`config.mk`:
```
export PLATFORM = sky130hd
export DESIGN_NAME = siph_final
export DESIGN_NICKNAME = d
export VERILOG_FILES = /design/src/rtl/core/siph_pkg.sv /design/src/rtl/core/siph_final.sv
export SDC_FILE = /design/constraint.sdc
export NUM_CORES = 2
export LEC_CHECK = 0
export BUFFER_PORTS_ARGS = -buffer_cell sky130_fd_sc_hd__buf_4
export CAP_MARGIN = 20
export CORE_MARGIN = 2
export CORE_UTILIZATION = 40
export CTS_CLUSTER_SIZE = 8
export DETAILED_ROUTE_END_ITERATION = 12
export SYNTH_ARGS = -nofsm -noshare
export SYNTH_HDL_FRONTEND = slang
export SYNTH_SLANG_ARGS = --single-unit
```
`constraint.sdc`:
```
create_clock -name clk -period 18.1 [get_ports clk]
set_input_delay 1.81 -clock clk [delete_from_list [all_inputs] [get_ports clk]]
set_output_delay 1.81 -clock clk [all_outputs]
set_load 0.005 [all_outputs]
```
`src/rtl/core/siph_pkg.sv`:
```
// shared types, constants and round functions of the siphash block
package siph_pkg;

    localparam int WORD_W  = 64;
    localparam int COUNT_W = 4;
    localparam int LEN_W   = 8;
    localparam int CFG_IDX_W = 2;

    localparam logic [WORD_W-1:0] SIP_IV0 = 64'h736f6d6570736575;
    localparam logic [WORD_W-1:0] SIP_IV1 = 64'h646f72616e646f6d;
    localparam logic [WORD_W-1:0] SIP_IV2 = 64'h6c7967656e657261;
    localparam logic [WORD_W-1:0] SIP_IV3 = 64'h7465646279746573;
    localparam logic [WORD_W-1:0] SIP_FINAL_MARK = 64'hff;
    localparam int SIP_LEN_SHIFT = 56;

    localparam logic [COUNT_W-1:0] FULL_BYTES = 4'd8;

    // configuration register indexes
    localparam logic [CFG_IDX_W-1:0] REG_KEY_LOW     = 2'd0;
    localparam logic [CFG_IDX_W-1:0] REG_KEY_HIGH    = 2'd1;
    localparam logic [CFG_IDX_W-1:0] REG_RANGE_BOUND = 2'd2;

    typedef struct packed {
        logic [WORD_W-1:0] a;
        logic [WORD_W-1:0] b;
        logic [WORD_W-1:0] c;
        logic [WORD_W-1:0] d;
    } sip_state_t;

    // handoff from the message loop to the closing rounds
    typedef struct packed {
        sip_state_t        st;
        logic [WORD_W-1:0] block;
    } fin_beat_t;

    function automatic logic [WORD_W-1:0] rotl(input logic [WORD_W-1:0] x, input int r);
        return (x << r) | (x >> (WORD_W - r));
    endfunction

    function automatic sip_state_t sip_round(input sip_state_t s);
        sip_state_t t;
        t = s;
        t.a = t.a + t.b; t.b = rotl(t.b, 13); t.b = t.b ^ t.a;
        t.a = rotl(t.a, 32);
        t.c = t.c + t.d; t.d = rotl(t.d, 16); t.d = t.d ^ t.c;
        t.a = t.a + t.d; t.d = rotl(t.d, 21); t.d = t.d ^ t.a;
        t.c = t.c + t.b; t.b = rotl(t.b, 17); t.b = t.b ^ t.c;
        t.c = rotl(t.c, 32);
        return t;
    endfunction

    // one compression block: two rounds between the xor-in and xor-out
    function automatic sip_state_t sip_absorb(input sip_state_t s, input logic [WORD_W-1:0] w);
        sip_state_t t;
        t = s;
        t.d = t.d ^ w;
        t = sip_round(t);
        t = sip_round(t);
        t.a = t.a ^ w;
        return t;
    endfunction

endpackage

```
`src/rtl/core/siph_final.sv`:
```
// closing block and finalization rounds, two rounds per stage
module siph_final (
    input  logic                              clk,
    input  logic                              rst_n,
    input  logic                              fin_valid,
    output logic                              fin_ready,
    input  siph_pkg::fin_beat_t               fin_beat,
    output logic                              hash_valid,
    input  logic                              hash_ready,
    output logic [siph_pkg::WORD_W-1:0]       hash
);

    logic                        v1_reg, v2_reg, v3_reg, v4_reg;
    logic                        rdy1, rdy2, rdy3, rdy4;
    siph_pkg::fin_beat_t         s1_reg;
    siph_pkg::sip_state_t        s2_reg, s2_next;
    siph_pkg::sip_state_t        s3_reg, s3_next;
    siph_pkg::sip_state_t        s4_st;
    logic [siph_pkg::WORD_W-1:0] hash_reg, hash_next;

    assign rdy4 = !v4_reg || hash_ready;
    assign rdy3 = !v3_reg || rdy4;
    assign rdy2 = !v2_reg || rdy3;
    assign rdy1 = !v1_reg || rdy2;
    assign fin_ready = rdy1;

    always_comb
    begin
        s2_next   = siph_pkg::sip_absorb(s1_reg.st, s1_reg.block);
        s2_next.c = s2_next.c ^ siph_pkg::SIP_FINAL_MARK;
    end

    assign s3_next   = siph_pkg::sip_round(siph_pkg::sip_round(s2_reg));
    assign s4_st     = siph_pkg::sip_round(siph_pkg::sip_round(s3_reg));
    assign hash_next = s4_st.a ^ s4_st.b ^ s4_st.c ^ s4_st.d;

    always_ff @(posedge clk or negedge rst_n)
    begin
        if (!rst_n)
        begin
            v1_reg <= 1'b0;
            v2_reg <= 1'b0;
            v3_reg <= 1'b0;
            v4_reg <= 1'b0;
        end
        else
        begin
            if (rdy1) v1_reg <= fin_valid;
            if (rdy2) v2_reg <= v1_reg;
            if (rdy3) v3_reg <= v2_reg;
            if (rdy4) v4_reg <= v3_reg;
        end
    end

    always_ff @(posedge clk)
    begin
        if (rdy1 && fin_valid) s1_reg   <= fin_beat;
        if (rdy2 && v1_reg)    s2_reg   <= s2_next;
        if (rdy3 && v2_reg)    s3_reg   <= s3_next;
        if (rdy4 && v3_reg)    hash_reg <= hash_next;
    end

    assign hash_valid = v4_reg;
    assign hash       = hash_reg;

endmodule

```
==> metrics <==
DR DRC count 0; min Tclk post-route 16.91 ns; DP Worst Slack 2.06 ns; Chip Height 544 um; post-cts sizing count 0; I/O pin total 390; CP startpoint kind register; Post-CTS Setup Inserts 0; Nets 15,465; Post-synth EDFFs 896; DIE WIDTH 544 um; Worst-Margin Slew 1.40 ns; max reg flops 320; Core ar. 291,000 sq um; critical path class register to register; cell taking the most area after synthesis edfxtp_1; WP data required 18.64 ns; clk slew on worst S/H paths 0.05 ns; Synth warnings 0; Inserted Clock Buffers 140; Crit path depth 48; f_max 59.1 MHz; most used cell, CP a21oi_1; post-synth top area share 0.230; Synth async-reset ratio 0.00444; share of layout cells above drive strength 1 0.0668; initial antenna violation count 38; Top delay family on crit path compound AO/OA/AOI/OAI gates; CP max FO 6; initial DRC count 15,610; CTS root buf clkbuf_16; vias in the first global route 104,174; Starting Density 0.402; first-pass GRT wire length 914 mm; clock sinks 900; count of pins over their slew limit 0; Crit-path slowest cell xnor2_1; Max Cap Viol 0; flops & latches, synth 900; Slew HR 0.0599; Fill cells 28,943; DRT Pass-1 Iters 8; r2r setup slk 1.19 ns; row count 198; final cycle utilization of the critical path 0.934; CP endpoint kind register; Layout area overhead 11.1%; Avg Inst Size Synth 8.90 sq um; vias per inst 6.42; Synth Cell Area 117,000 sq um; RePlAce Congestion 1.13; final wirelength 703 mm; Setup crit end s2_reg[253]; status completed; DPL Wire Length 625 mm; sequential share of the synthesized area 0.231; RSZ-0062 raised after global routing no; Post-Syn Nets 14,918; worst r2r path cells 48; clk_lat worst skew 0.88 ns; Congestion Overflow GR 0; Final Setup Violations 0; hold_buf cts 0; CTS tree yes; overall routing resource usage 0.458; Critical R2R Launch s1_reg[4]; total die area 296,000 sq um; Hold Vio Cnt, Final 0; Vias 113,288; # H-tree levels 4; RR Endpoint s2_reg[253]; Unique masters post-synth 95; CP Launch Point s1_reg[4]; Bufs and invs on worst path 0; Arr. time, crit path 17.46 ns; number of routed nets with antenna violations 0; largest net degree at the start of global routing 149; ys flop type edfxtp_1; max incr delay on CP 0.82 ns; Mapped Cells 13,124; DR WL/cell 39.9 um; Hold Crit Class register to register; fin worst setup slack 1.19 ns; CTS Buffer Depth 4; setup_tns 0 ns; synth top area cells edfxtp_1, ha_1, xor2_1, xnor2_1, a21o_1; port bufs 389; setup skew after layout 0.0885 ns
logic make-up after synthesis:
| logic type | count (synthesis) | share of synthesized area |
|---|---|---|
| AOI/OAI and AO/OA | 4285 | 0.236 |
| xor gates and xnor gates | 3075 | 0.236 |
| and+or+nand+nor | 2656 | 0.113 |
| adders and majority gates | 1471 | 0.159 |
| DFF | 900 | 0.231 |
| buffers and inverters | 736 | 0.0237 |
| muxes | 1 | 0.0000964 |
layout make-up:
type | count | area (sq um) | share of cell area
Antenna cell | 36 | 90.1 | 0.000694
Clock buffer | 148 | 3550 | 0.0274
Inverter | 540 | 2030 | 0.0156
Clock inverter | 27 | 337 | 0.00259
Timing Repair Buffer | 601 | 4630 | 0.0357
Sequential cell | 900 | 27000 | 0.208
Tap cell | 3900 | 4880 | 0.0376
Multi-Input combinational cell | 11488 | 87200 | 0.672
synth_stat cells (all sizes together), types with 99 or more instances:
library cell,number
clkbuf,188
nor2b,186
xnor2,1379
a21oi,1384
nand2,653
o21bai,270
nand4,181
nand2b,210
ha,1447
edfxtp,896
a31oi,141
o21a,189
nor2,630
a211oi,99
inv,540
o21ai,662
nor3,136
and3,152
nand3,234
xor2,1650
a21o,925
worst min path at each step:
stage            from  endpoint  slack (ns)  cells after the start
2_1_floorplan  v1_reg    v2_reg        0.45                      1
3_3_place_gp   v1_reg    v2_reg        0.47                      1
3_5_place_dp   v1_reg    v2_reg        0.48                      1
4_1_cts        v1_reg    v2_reg        0.50                      1
5_1_grt        v1_reg    v2_reg        0.54                      1
6_report       v1_reg    v2_reg        0.51                      1
per-layer routing:
layer | global-route usage | wire length [um]
met1 | 0.523 | 256000
met2 | 0.672 | 290000
met3 | 0.146 | 75500
met4 | 0.437 | 81500
met5 | 0 | 165
per-stage QoR:
step / cell area (sq um) / utilization / instances / hold WS (ns)
after floorplan: 117000 / - / 13124 / 0.449
after global placement: 125000 / 0.431 / 17363 / 0.474
after detailed placement: 125000 / 0.431 / 17391 / 0.482
after CTS: 129000 / 0.445 / 17566 / 0.503
after global routing: 130000 / 0.446 / 17614 / 0.537
final: 130000 / 0.446 / 17640 / 0.506
layout by cell type, fill, tap and decap left out, types with 539 or more instances in the layout:
cell type,count
nand2_1,653
xor2_1,1643
edfxtp_1,896
buf_4,573
inv_1,539
ha_1,1447
nor2_1,629
o21ai_0,652
a21o_1,925
a21oi_1,1383
xnor2_1,1359
Power is not shown: default switching activity piles up to over one toggle a cycle in this logic, so the estimate is an artifact.
